[src/qpht_pkg.sv]
// qpht_pkg: request and response types and status codes of the quadratic-probe hash table
// no dependencies; used by qpht_front, qpht_back, the top level and the checker

package qpht_pkg;

	localparam int KEY_W    = 31;
	localparam int STATUS_W = 3;
	localparam int SLOT_W   = 4;

	localparam logic CMD_INSERT = 1'b0;
	localparam logic CMD_SEARCH = 1'b1;

	localparam logic [STATUS_W-1:0] ST_INSERTED   = 3'd0;
	localparam logic [STATUS_W-1:0] ST_FOUND      = 3'd1;
	localparam logic [STATUS_W-1:0] ST_NOT_FOUND  = 3'd2;
	localparam logic [STATUS_W-1:0] ST_TABLE_FULL = 3'd3;
	localparam logic [STATUS_W-1:0] ST_NO_SLOT    = 3'd4;

	typedef struct packed {
		logic             command;
		logic [KEY_W-1:0] key;
	} req_t;

	typedef struct packed {
		logic [STATUS_W-1:0] status;
		logic [SLOT_W-1:0]   slot_index;
	} rsp_t;

endpackage

[src/qpht_ram.sv]
// qpht_ram: generic single-write, single-read memory with registered read data
// no dependencies

module qpht_ram #(
	parameter int W     = 32,
	parameter int DEPTH = 16
) (
	input  logic                     clk,
	input  logic                     we,
	input  logic [$clog2(DEPTH)-1:0] waddr,
	input  logic [W-1:0]             wdata,
	input  logic [$clog2(DEPTH)-1:0] raddr,
	output logic [W-1:0]             rdata
);

	logic [W-1:0] mem_q [DEPTH];

	always_ff @(posedge clk) begin
		if (we) begin
			mem_q[waddr] <= wdata;
		end
		rdata <= mem_q[raddr];
	end

endmodule

[src/qpht_front.sv]
// qpht_front: accepts a request and reduces its key to the home slot, eight bits a cycle
// depends on qpht_pkg

module qpht_front #(
	parameter int TABLE_SIZE = 16
) (
	input  logic                          clk,
	input  logic                          arst_n,
	input  logic                          req_valid,
	output logic                          req_stall,
	input  qpht_pkg::req_t                req,
	output logic                          push,
	input  logic                          push_full,
	output qpht_pkg::req_t                push_req,
	output logic [$clog2(TABLE_SIZE)-1:0] push_home
);

	import qpht_pkg::*;

	localparam int IDX_W = $clog2(TABLE_SIZE);

	logic             busy_q;
	logic             done_q;
	logic [1:0]       cnt_q;
	req_t             req_q;
	logic [31:0]      sh_q;
	logic [IDX_W-1:0] rem_q;

	function automatic logic [IDX_W-1:0] rem_step8(input logic [IDX_W-1:0] r,
		input logic [7:0] byte_in);
		logic [IDX_W:0] t;
		logic [IDX_W-1:0] acc;
		acc = r;
		for (int j = 7; j >= 0; j--) begin
			t = {acc, byte_in[j]};
			if (t >= (IDX_W+1)'(TABLE_SIZE)) begin
				t = t - (IDX_W+1)'(TABLE_SIZE);
			end
			acc = t[IDX_W-1:0];
		end
		return acc;
	endfunction

	assign req_stall = busy_q;
	assign push      = busy_q && done_q && !push_full;
	assign push_req  = req_q;
	assign push_home = rem_q;

	always_ff @(posedge clk or negedge arst_n) begin
		if (!arst_n) begin
			busy_q <= 1'b0;
			done_q <= 1'b0;
			cnt_q  <= '0;
		end else if (!busy_q) begin
			if (req_valid) begin
				busy_q <= 1'b1;
				done_q <= 1'b0;
				cnt_q  <= '0;
			end
		end else if (!done_q) begin
			cnt_q <= cnt_q + 2'd1;
			if (cnt_q == 2'd3) begin
				done_q <= 1'b1;
			end
		end else if (!push_full) begin
			busy_q <= 1'b0;
		end
	end

	always_ff @(posedge clk) begin
		if (!busy_q && req_valid) begin
			req_q <= req;
			sh_q  <= {1'b0, req.key};
			rem_q <= '0;
		end else if (busy_q && !done_q) begin
			rem_q <= rem_step8(rem_q, sh_q[31:24]);
			sh_q  <= {sh_q[23:0], 8'd0};
		end
	end

endmodule

[src/qpht_fifo.sv]
// qpht_fifo: two-entry queue between the front and the probe sequencer
// no dependencies

module qpht_fifo #(
	parameter int W = 32
) (
	input  logic         clk,
	input  logic         arst_n,
	input  logic         push,
	input  logic [W-1:0] push_data,
	output logic         full,
	input  logic         pop,
	output logic         not_empty,
	output logic [W-1:0] pop_data
);

	logic [W-1:0] mem_q [2];
	logic         wr_q;
	logic         rd_q;
	logic [1:0]   cnt_q;

	assign full      = (cnt_q == 2'd2);
	assign not_empty = (cnt_q != 2'd0);
	assign pop_data  = mem_q[rd_q];

	always_ff @(posedge clk or negedge arst_n) begin
		if (!arst_n) begin
			wr_q  <= 1'b0;
			rd_q  <= 1'b0;
			cnt_q <= '0;
		end else begin
			if (push) begin
				wr_q <= !wr_q;
			end
			if (pop) begin
				rd_q <= !rd_q;
			end
			if (push && !pop) begin
				cnt_q <= cnt_q + 2'd1;
			end else if (pop && !push) begin
				cnt_q <= cnt_q - 2'd1;
			end
		end
	end

	always_ff @(posedge clk) begin
		if (push) begin
			mem_q[wr_q] <= push_data;
		end
	end

endmodule

[src/qpht_back.sv]
// qpht_back: probe sequencer, walks the quadratic probe path through the slot memories
// depends on qpht_pkg and qpht_ram

module qpht_back #(
	parameter int TABLE_SIZE = 16
) (
	input  logic                          clk,
	input  logic                          arst_n,
	input  logic                          job_valid,
	output logic                          job_pop,
	input  qpht_pkg::req_t                job,
	input  logic [$clog2(TABLE_SIZE)-1:0] job_home,
	output logic                          rsp_valid,
	input  logic                          rsp_stall,
	output qpht_pkg::rsp_t                rsp
);

	import qpht_pkg::*;

	localparam int IDX_W = $clog2(TABLE_SIZE);
	localparam int CNT_W = $clog2(TABLE_SIZE + 1);
	localparam logic [IDX_W-1:0] TWO = IDX_W'(2 % TABLE_SIZE);

	localparam logic [1:0] S_CLEAR = 2'd0;
	localparam logic [1:0] S_IDLE  = 2'd1;
	localparam logic [1:0] S_PROBE = 2'd2;
	localparam logic [1:0] S_WB    = 2'd3;

	logic [1:0]       state_q;
	logic [IDX_W-1:0] clr_q;
	logic [CNT_W-1:0] occ_q;
	req_t             job_q;
	logic [IDX_W-1:0] home_q;
	logic [IDX_W-1:0] off_q;
	logic [IDX_W-1:0] d_q;
	logic [CNT_W-1:0] iss_q;
	logic             rd_vld_s1;
	logic             rd_last_s1;
	logic [IDX_W-1:0] rd_addr_s1;
	rsp_t             res_q;
	logic             rsp_valid_q;
	rsp_t             rsp_q;

	logic             v_rd;
	logic [KEY_W-1:0] k_rd;
	logic [IDX_W-1:0] slot_iss;
	logic             issue;
	logic             conclude;
	logic             ins_wr;
	rsp_t             res_n;
	logic             out_free;
	logic             v_we;
	logic [IDX_W-1:0] v_waddr;

	function automatic logic [IDX_W-1:0] mod_add(input logic [IDX_W-1:0] a,
		input logic [IDX_W-1:0] b);
		logic [IDX_W:0] s;
		s = {1'b0, a} + {1'b0, b};
		if (s >= (IDX_W+1)'(TABLE_SIZE)) begin
			s = s - (IDX_W+1)'(TABLE_SIZE);
		end
		return s[IDX_W-1:0];
	endfunction

	qpht_ram #(.W(1), .DEPTH(TABLE_SIZE)) u_valid_ram (
		.clk   (clk),
		.we    (v_we),
		.waddr (v_waddr),
		.wdata (state_q != S_CLEAR),
		.raddr (slot_iss),
		.rdata (v_rd)
	);

	qpht_ram #(.W(KEY_W), .DEPTH(TABLE_SIZE)) u_key_ram (
		.clk   (clk),
		.we    (ins_wr),
		.waddr (rd_addr_s1),
		.wdata (job_q.key),
		.raddr (slot_iss),
		.rdata (k_rd)
	);

	always_comb begin
		slot_iss = mod_add(home_q, off_q);
		issue    = (state_q == S_PROBE) && (iss_q != CNT_W'(TABLE_SIZE));
		ins_wr   = (state_q == S_PROBE) && rd_vld_s1 && (job_q.command == CMD_INSERT) && !v_rd;
		v_we     = ins_wr || (state_q == S_CLEAR);
		v_waddr  = (state_q == S_CLEAR) ? clr_q : rd_addr_s1;
		out_free = !rsp_valid_q || !rsp_stall;
		job_pop  = (state_q == S_IDLE) && job_valid;
		conclude = 1'b0;
		res_n    = '{status: ST_NOT_FOUND, slot_index: '0};
		if (rd_vld_s1) begin
			if (job_q.command == CMD_INSERT) begin
				if (!v_rd) begin
					conclude = 1'b1;
					res_n    = '{status: ST_INSERTED, slot_index: SLOT_W'(rd_addr_s1)};
				end else if (rd_last_s1) begin
					conclude = 1'b1;
					res_n    = '{status: ST_NO_SLOT, slot_index: '0};
				end
			end else begin
				if (!v_rd) begin
					conclude = 1'b1;
				end else if (k_rd == job_q.key) begin
					conclude = 1'b1;
					res_n    = '{status: ST_FOUND, slot_index: SLOT_W'(rd_addr_s1)};
				end else if (rd_last_s1) begin
					conclude = 1'b1;
				end
			end
		end
	end

	assign rsp_valid = rsp_valid_q;
	assign rsp       = rsp_q;

	always_ff @(posedge clk or negedge arst_n) begin
		if (!arst_n) begin
			state_q     <= S_CLEAR;
			clr_q       <= '0;
			occ_q       <= '0;
			iss_q       <= '0;
			rd_vld_s1   <= 1'b0;
			rsp_valid_q <= 1'b0;
		end else begin
			rd_vld_s1 <= issue && !conclude;
			if (state_q == S_WB && out_free) begin
				rsp_valid_q <= 1'b1;
			end else if (rsp_valid_q && !rsp_stall) begin
				rsp_valid_q <= 1'b0;
			end
			case (state_q)
				S_CLEAR: begin
					clr_q <= clr_q + IDX_W'(1);
					if (clr_q == IDX_W'(TABLE_SIZE - 1)) begin
						state_q <= S_IDLE;
					end
				end
				S_IDLE: begin
					if (job_valid) begin
						iss_q <= '0;
						if (job.command == CMD_INSERT && occ_q == CNT_W'(TABLE_SIZE)) begin
							state_q <= S_WB;
						end else begin
							state_q <= S_PROBE;
						end
					end
				end
				S_PROBE: begin
					if (issue) begin
						iss_q <= iss_q + CNT_W'(1);
					end
					if (conclude) begin
						state_q <= S_WB;
						if (ins_wr) begin
							occ_q <= occ_q + CNT_W'(1);
						end
					end
				end
				S_WB: begin
					if (out_free) begin
						state_q <= S_IDLE;
					end
				end
				default: begin
					state_q <= S_IDLE;
				end
			endcase
		end
	end

	always_ff @(posedge clk) begin
		case (state_q)
			S_IDLE: begin
				job_q  <= job;
				home_q <= job_home;
				off_q  <= '0;
				d_q    <= IDX_W'(1);
				res_q  <= '{status: ST_TABLE_FULL, slot_index: '0};
			end
			S_PROBE: begin
				rd_addr_s1 <= slot_iss;
				rd_last_s1 <= (iss_q == CNT_W'(TABLE_SIZE - 1));
				if (issue) begin
					off_q <= mod_add(off_q, d_q);
					d_q   <= mod_add(d_q, TWO);
				end
				if (conclude) begin
					res_q <= res_n;
				end
			end
			S_WB: begin
				if (out_free) begin
					rsp_q <= res_q;
				end
			end
			default: begin
			end
		endcase
	end

endmodule

[src/quadratic_probe_hash_table.sv]
// quadratic_probe_hash_table: open-addressing hash table with quadratic probing
// front reduces keys to home slots, back walks the probe path; after reset the
// valid memory is cleared slot by slot, during which no request is served
// front: accept, 4 remainder steps, queue push per request, next request taken after the push; two-entry queue after it
// back: at most TABLE_SIZE probes per request; a full-table insert is answered without probing
// async reset, active low

module quadratic_probe_hash_table #(
	parameter int TABLE_SIZE = 16
) (
	input  logic           clk,
	input  logic           arst_n,
	input  logic           req_valid,
	output logic           req_stall,
	input  qpht_pkg::req_t req,
	output logic           rsp_valid,
	input  logic           rsp_stall,
	output qpht_pkg::rsp_t rsp
);

	import qpht_pkg::*;

	localparam int IDX_W = $clog2(TABLE_SIZE);
	localparam int JOB_W = IDX_W + $bits(req_t);

	logic             push;
	logic             push_full;
	req_t             push_req;
	logic [IDX_W-1:0] push_home;
	logic             job_valid;
	logic             job_pop;
	logic [JOB_W-1:0] job_data;
	req_t             job;
	logic [IDX_W-1:0] job_home;

	qpht_front #(.TABLE_SIZE(TABLE_SIZE)) u_front (
		.clk       (clk),
		.arst_n    (arst_n),
		.req_valid (req_valid),
		.req_stall (req_stall),
		.req       (req),
		.push      (push),
		.push_full (push_full),
		.push_req  (push_req),
		.push_home (push_home)
	);

	qpht_fifo #(.W(JOB_W)) u_fifo (
		.clk       (clk),
		.arst_n    (arst_n),
		.push      (push),
		.push_data ({push_home, push_req}),
		.full      (push_full),
		.pop       (job_pop),
		.not_empty (job_valid),
		.pop_data  (job_data)
	);

	assign job      = job_data[$bits(req_t)-1:0];
	assign job_home = job_data[JOB_W-1:$bits(req_t)];

	qpht_back #(.TABLE_SIZE(TABLE_SIZE)) u_back (
		.clk       (clk),
		.arst_n    (arst_n),
		.job_valid (job_valid),
		.job_pop   (job_pop),
		.job       (job),
		.job_home  (job_home),
		.rsp_valid (rsp_valid),
		.rsp_stall (rsp_stall),
		.rsp       (rsp)
	);

endmodule

[config.mk]
export PLATFORM = sky130hd
export DESIGN_NAME = quadratic_probe_hash_table
export DESIGN_NICKNAME = d
export VERILOG_FILES = /design/src/qpht_pkg.sv /design/src/qpht_ram.sv /design/src/qpht_front.sv /design/src/qpht_fifo.sv /design/src/qpht_back.sv /design/src/quadratic_probe_hash_table.sv
export SDC_FILE = /design/constraint.sdc
export NUM_CORES = 1
export LEC_CHECK = 0
export BUFFER_PORTS_ARGS = -buffer_cell sky130_fd_sc_hd__buf_2
export CAP_MARGIN = 20
export CELL_PAD_IN_SITES_DETAIL_PLACEMENT = 0
export CELL_PAD_IN_SITES_GLOBAL_PLACEMENT = 1
export CORE_ASPECT_RATIO = 2
export CORE_MARGIN = 5
export CORE_UTILIZATION = 55
export CTS_CLUSTER_DIAMETER = 200
export DETAILED_ROUTE_END_ITERATION = 16
export HOLD_SLACK_MARGIN = 0.15
export PLACE_DENSITY_LB_ADDON = 0.3
export SLEW_MARGIN = 10
export SYNTH_ARGS = -nofsm -noshare
export SYNTH_HDL_FRONTEND = slang
export SYNTH_SLANG_ARGS = --single-unit
[constraint.sdc]
create_clock -name clk -period 5.35 [get_ports clk]
set_input_delay 0.2675 -clock clk [delete_from_list [all_inputs] [get_ports clk]]
set_output_delay 0.2675 -clock clk [all_outputs]
set_load 0.05 [all_outputs]
# Yosys cells after proc, flatten, opt, wreduce, memory -nomap -nowiden
# Memory sizes are Yosys's and may differ from the RTL's. A register that Yosys moved wholly into a read port is not among the register bits.
# Index checks and enable logic that the tools add are counted.
[word_totals]
reg_bits = 157
mem_bits_rw = 584
input_bits = 36
out_inout_bits = 9
n_memories = 3
[memory_table]
columns = ["memory", "words", "width", "rd", "rd_ports_with_merged_regs", "write_ports", "line_no", "text"]
rows = [
  ["u_back.u_key_ram.mem_q", 16, 31, 1, 1, 1, "qpht_ram.sv:16", "logic [W-1:0] mem_q [DEPTH];"],
  ["u_fifo.mem_q", 2, 36, 1, 0, 1, "qpht_fifo.sv:17", "logic [W-1:0] mem_q [2];"],
  ["u_back.u_valid_ram.mem_q", 16, 1, 1, 1, 1, "qpht_ram.sv:16", ""],
]
[classes]
n_addsub = 20
n_lt_le_gt_ge = 11
eq_ne = 16
muxes = 76
bitwise = 2
n_reduce_logical = 43
[ops]
columns = ["operator", "count"]
rows = [
  ["4-bit two-way mux", 28],
  ["31-bit two-way mux", 2],
  ["5-bit greater-or-equal comparator, second input constant", 11],
  ["4-bit by 1-bit subtractor with 4-bit output, second input constant", 11],
  ["7-bit two-way mux", 6],
  ["31-bit equality test", 1],
  ["1-bit two-way mux", 23],
  ["2-bit two-way mux", 9],
  ["4-bit one-hot mux with 2 select lines", 2],
  ["1-bit logical AND", 15],
  ["7-bit one-hot mux with 2 select lines", 1],
  ["2-bit nonzero test", 7],
  ["1-bit zero test", 11],
  ["4-bit by 4-bit adder with 5-bit output", 2],
  ["5-bit by 1-bit adder with 5-bit output, second input constant", 2],
  ["5-bit two-way mux", 2],
  ["5-bit one-hot mux with 2 select lines", 1],
  ["2-bit equality test, second input constant", 4],
  ["2-bit by 1-bit inequality test with 1-bit output, second input constant", 4],
  ["2-bit one-hot mux with 4 select lines", 1],
  ["2-bit AND reduction", 4],
  ["6-bit two-way mux", 1],
  ["3-bit AND reduction", 2],
  ["4-bit by 2-bit adder with 5-bit output, second input constant", 1],
  ["other kinds (13)", 17],
]

# Logic depth before layout (Yosys ltp)
[logic_depth]
word_depth = 30
mapped_depth = 9
ltp_nobuf = 7

# Modules after synthesis
# From an unflattened synthesis, not the netlist that was laid out.
[unflattened]
cells_unflattened = 1373
hier_area_um2 = 28546.1
[modules_own_cells]
columns = ["mod", "instances", "cells_each", "area_each_um2", "seq_area_each_um2"]
rows = [
  ["qpht_ram at u_back.u_key_ram", 1, 812, 19248.5, 15514.9],
  ["qpht_back", 1, 267, 3668.5, 2312.2],
  ["qpht_fifo", 1, 128, 2936.6, 2262.2],
  ["qpht_front", 1, 119, 1946.9, 1621.6],
  ["qpht_ram at u_back.u_valid_ram", 1, 47, 745.7, 500.5],
]

# Worst setup path before layout
# OpenSTA, ideal clock, no wires.
[synth_timing]
kind = "reg2reg"
from = "reg u_back.state_q[0]"
to = "mem u_back.u_key_ram.mem_q[0][0] in the netlist's numbering (enable)"
arrival_ns = 3.879
t_required_ns = 4.892
setup_slack_ns = 1.013
stages_incl_launch_ff = 8
path_cell_list = "dfrtp_1 -> inv_1 -> ha_1 -> clkbuf_2 -> and4bb_2 -> buf_4 -> or3b_1 -> nor3_1"
[synth_between]
elab_chain_cells = 6
[synth_lines]
columns = ["item", "line_no", "text"]
rows = [
  ["from (decl)", "qpht_back.sv:29", "logic [1:0] state_q;"],
  ["from (signal assigned)", "qpht_back.sv:120", "state_q <= S_CLEAR;"],
  ["from (signal assigned)", "qpht_back.sv:137", "state_q <= S_IDLE;"],
  ["from (signal assigned)", "qpht_back.sv:144", "state_q <= S_WB;"],
  ["2-bit equality test", "qpht_back.sv:86", "ins_wr = (state_q == S_PROBE) && rd_vld_s1 && (job_q.command == CMD_INSERT) && !v_rd;"],
  ["1-bit logical AND (3 in a row)", "qpht_back.sv:86", ""],
  ["1-bit two-way mux", "qpht_ram.sv:19", "if (we) begin"],
  ["1-bit two-way mux (implied by the code)", "qpht_ram.sv:20", "mem_q[waddr] <= wdata;"],
  ["to (decl)", "qpht_ram.sv:16", ""],
]
# Every way passes these cells.

# Worst setup path in the final report
[layout_timing]
from = "reg u_back.job_q[11] in the netlist's numbering"
to = "reg u_back.res_q[6] in the netlist's numbering (enable)"
[layout_between]
elab_chain_cells = 7
[layout_lines]
columns = ["item", "line_no", "text"]
rows = [
  ["from (decl)", "qpht_back.sv:32", "req_t job_q;"],
  ["from (signal assigned)", "qpht_back.sv:176", "job_q <= job;"],
  ["31-bit equality test", "qpht_back.sv:105", "end else if (k_rd == job_q.key) begin"],
  ["1-bit two-way mux", "qpht_back.sv:105", ""],
  ["1-bit two-way mux", "qpht_back.sv:103", "if (!v_rd) begin"],
  ["1-bit two-way mux", "qpht_back.sv:94", "if (job_q.command == CMD_INSERT) begin"],
  ["1-bit two-way mux", "qpht_back.sv:93", "if (rd_vld_s1) begin"],
  ["2-bit by 1-bit inequality test with 1-bit output (no line)", "-", ""],
  ["2-bit AND reduction (no line)", "-", ""],
  ["to (signal assigned)", "qpht_back.sv:180", "res_q <= '{status: ST_TABLE_FULL, slot_index: '0};"],
  ["to (signal assigned)", "qpht_back.sv:190", "res_q <= res_n;"],
  ["to (decl)", "qpht_back.sv:40", "rsp_t res_q;"],
]
# Every way passes these cells.
# A chain may end at the register's enable or synchronous reset.

==> flow_summary.json <==
{
  "run_status": "finished clean",
  "synth_ff_type": "sky130_fd_sc_hd__edfxtp_1",
  "grt_overflow": 0,
  "synth.top_cell.area_share_pct": 73.0,
  "cts_resized": 0,
  "placement.io_buffers": 44,
  "wire_per_inst_um": 26.6,
  "fin_crit_sh_pct": 68.8,
  "total_number_of_nets_in_the_final_design": 1519,
  "grt_max_degree": 66,
  "area_delta_synth_final_pct": 12.7,
  "cts_max_level": 2,
  "final_antenna_net_count": 0,
  "core_um2": 51700,
  "instances_no_fill": 2175,
  "cts.path.max_buffers": 3,
  "ys_seq_elements": 756,
  "final.setup_skew_ns": 0.0167,
  "yosys-mux-area-fraction_pct": 15.4,
  "total_clock_buffers_created_by_cts": 59,
  "layout_common_cells": "694 x sky130_fd_sc_hd__edfxtp_1, 128 x sky130_fd_sc_hd__mux4_2, 96 x sky130_fd_sc_hd__mux2i_1, 61 x sky130_fd_sc_hd__clkbuf_16, 50 x sky130_fd_sc_hd__mux2_2",
  "first_global_vias": 14000,
  "post_synth_fa_ha_maj_area_fraction_pct": 0.929,
  "cell_chosen_for_the_clock_root": "sky130_fd_sc_hd__clkbuf_16",
  "hold_buffers": 35,
  "synth.net_count": 1400,
  "number_of_antenna_violations_at_the_first_check_in_global_routing": 0,
  "r2r.worst_path.cells": 5,
  "power_per_cell_area_nw_per_um2": 655,
  "report.final.setup_viol": 0,
  "worst-r2r-setup-slack_ns": 1.67,
  "worstSetupStartpoint": "u_back.job_q[11]$_DFFE_PP_",
  "sequential_element_share_of_the_synthesized_area_pct": 77.8,
  "detailedRoute.firstPassIterationCount": 5,
  "critical_path_peak_fanout": 17,
  "place.detailed.instances": 2024,
  "critical_path.startpoint_type": "register",
  "rows": 118,
  "slew_headroom_pct": 25.6,
  "synth_largest_area_cell": "sky130_fd_sc_hd__edfxtp_1",
  "ioPinCount": 45,
  "most_frequent_standard_cell_in_the_layout_excluding_fill_and_tap_cells": "sky130_fd_sc_hd__edfxtp_1",
  "route.detailed.drc": 0,
  "max_cap_viol_count": 0,
  "combinational_family_with_the_most_area_after_synthesis": "multiplexers",
  "finish.utilization_pct": 62.3,
  "clock_tree_from_tritoncts": "built",
  "post-route-min-period_ns": 3.68,
  "synth_async_sr_flop_share_pct": 3.44,
  "totalPowerFinal_w": 0.0211,
  "required_ns": 5.58,
  "fraction_of_the_mapped_netlist_area_in_compound_gates_pct": 1.10,
  "worstSetupPathType": "register to register",
  "finalHoldViolations": 0,
  "layout.filler_cells": 3601,
  "synth-xor-area-share_pct": 1.63,
  "static-leakage-power_nw": 10.7,
  "rsz_0062_raised_after_global_routing": "false",
  "synthCells": 1344,
  "worst_ep_arrival_time_ns": 3.91,
  "cts_post_setup_buffers_inserted": 0,
  "synth_edf_count": 694,
  "crit-reg2reg-launch": "u_back.job_q[11]$_DFFE_PP_",
  "floorplan.die_area_um2": 56800,
  "grt_use_total_pct": 20.9,
  "dieHeight_um": 332,
  "synth_warnings": 0,
  "start_util_pct": 55.2,
  "post_synth_design_cell_area_um2": 28500,
  "hold_path.class": "primary input to asynchronous set/reset pin",
  "die_w_um": 171,
  "first_pass_grt_wire_length_mm": 86.9,
  "post_synth_num_cell_types": 46,
  "avgViaCountPerCell": 5.94,
  "irDropWorstVdd_v": 0.00170,
  "finalWirelength_mm": 57.8,
  "numClockSinks": 756,
  "detailedPlacementHpwl_mm": 33.2,
  "synth.area.top_cells": "sky130_fd_sc_hd__edfxtp_1 73%, sky130_fd_sc_hd__mux4_2 10%, sky130_fd_sc_hd__mux2i_1 3.4%",
  "drive_gt1_share_pct": 24.6,
  "initialDrtViolationCount": 899,
  "syn_area_per_cell_um2": 21.2,
  "setup-tns-final_ns": 0,
  "clock_latency_late_sink_ns": 0.61,
  "post_synth_and_or_nand_nor_area_fraction_pct": 2.05,
  "fmax_ghz": 0.272,
  "rr_endpoint": "u_back.res_q[6]$_SDFFCE_PP0P_",
  "gp_routability_congestion": 0.765,
  "tightest_slew_ns": 1.11,
  "end_kind": "register",
  "cp-endpoint": "u_back.res_q[6]$_SDFFCE_PP0P_",
  "report.final.slew_viol_count": 0,
  "detailroute.via_count": 12900,
  "clkSlewWorstSetupHoldPaths_ns": 0.07
}
[through the flow]
stage / worst slack [ns] / hold WS (ns) / instance area [µm²]
floorplan: 1.01 / -0.0281 / 28500
global placement: 1.68 / 0.333 / 29800
detailed placement: 1.54 / 0.332 / 29800
CTS: 1.56 / 0.207 / 32100
global route: 1.28 / 0.268 / 32200
finish: 1.67 / 0.233 / 32200
[metal layers]
layer	wire length, µm	part of all wire, %	GRT usage, %
met5	0	0	0
met4	1710	3.0	6.29
met3	2340	4.1	2.42
met2	32800	57	39.2
met1	20900	36	24.8
[synth_stat cells (2+ instances only)]
library cell               number
sky130_fd_sc_hd__nor3_1         7
sky130_fd_sc_hd__mux4_2       128
sky130_fd_sc_hd__nor2b_1        3
sky130_fd_sc_hd__a311oi_1       2
sky130_fd_sc_hd__dfxtp_1       36
sky130_fd_sc_hd__nand3_1        3
sky130_fd_sc_hd__xor2_1        23
sky130_fd_sc_hd__o21ai_0        9
sky130_fd_sc_hd__o22a_1         2
sky130_fd_sc_hd__edfxtp_1     694
sky130_fd_sc_hd__nand2_1       19
sky130_fd_sc_hd__buf_4          2
sky130_fd_sc_hd__a21oi_1        8
sky130_fd_sc_hd__a21o_1         5
sky130_fd_sc_hd__mux2i_1       96
sky130_fd_sc_hd__mux2_2        50
sky130_fd_sc_hd__ha_1          18
sky130_fd_sc_hd__inv_1         20
sky130_fd_sc_hd__nand4_1        9
sky130_fd_sc_hd__and3_1         2
sky130_fd_sc_hd__nor4_1         6
sky130_fd_sc_hd__buf_2         20
sky130_fd_sc_hd__nand3b_1       2
sky130_fd_sc_hd__a31oi_1        5
sky130_fd_sc_hd__clkbuf_1      28
sky130_fd_sc_hd__and2_1         7
sky130_fd_sc_hd__nand2b_1       3
sky130_fd_sc_hd__nor2_1        57
sky130_fd_sc_hd__a211oi_1       2
sky130_fd_sc_hd__xnor2_1       30
sky130_fd_sc_hd__a22o_1         7
sky130_fd_sc_hd__fa_1           2
sky130_fd_sc_hd__dfrtp_1       26
[area by class of cell]
| type | instances | area (µm²) | share of cell area [%] |
|---|---|---|---|
| Timing Repair Buffer | 110 | 907 | 2.82 |
| Clock inverter | 33 | 328 | 1.02 |
| Sequential cell | 756 | 22200 | 69.0 |
| Tap cell | 660 | 826 | 2.57 |
| Antenna cell | 2 | 5.00 | 0.0155 |
| Multi-Input combinational cell | 516 | 6200 | 19.3 |
| Inverter | 20 | 75.1 | 0.233 |
| Clock buffer | 78 | 1640 | 5.10 |
[worst min-delay path by stage]
stage,end,cells after the start,start
after floorplan,u_back.clr_q[0]$_DFFE_PN0P_,0,arst_n
after global placement,u_back.rsp_valid$_DFFE_PN0P_,1,arst_n
after detailed placement,u_back.rsp_valid$_DFFE_PN0P_,1,arst_n
after CTS,u_back.clr_q[1]$_DFFE_PN0P_,2,arst_n
after global routing,u_back.rsp_valid$_DFFE_PN0P_,2,arst_n
final,u_back.clr_q[1]$_DFFE_PN0P_,2,arst_n
[sequential cells by signal, summed over array words and instances (netlist names), 16 cells and up]
signal                    count
u_back.u_key_ram.rdata       31
u_fifo.mem_q                 72
u_back.u_key_ram.mem_q      496
u_front.sh_q                 16
u_back.u_valid_ram.mem_q     16
u_front.push_req             32
u_back.job_q                 32
[critical path, cell delays in order, from the launching register on]
cell and delay [ns]:
sky130_fd_sc_hd__edfxtp_1 0.63, sky130_fd_sc_hd__xor2_1 0.25, sky130_fd_sc_hd__nor4_1 0.76, sky130_fd_sc_hd__nand4_1 0.56, sky130_fd_sc_hd__o21a_1 0.39, sky130_fd_sc_hd__o21ai_0 0.71
[cell families after synthesis]
logic type	count (synthesis)
AO/OA/AOI/OAI	46
flip-flops	756
buffers and inverters	72
AND/OR/NAND/NOR	123
multiplexers	274
adder cells (fa/ha/maj)	20
XOR/XNOR	53
[power breakdown]
group          switching [W]  internal (W)
sequential          0.000845       0.00798
combinational        0.00411       0.00370
clock                0.00199       0.00245
No activity file was read; power rests on OpenSTA's default activity.
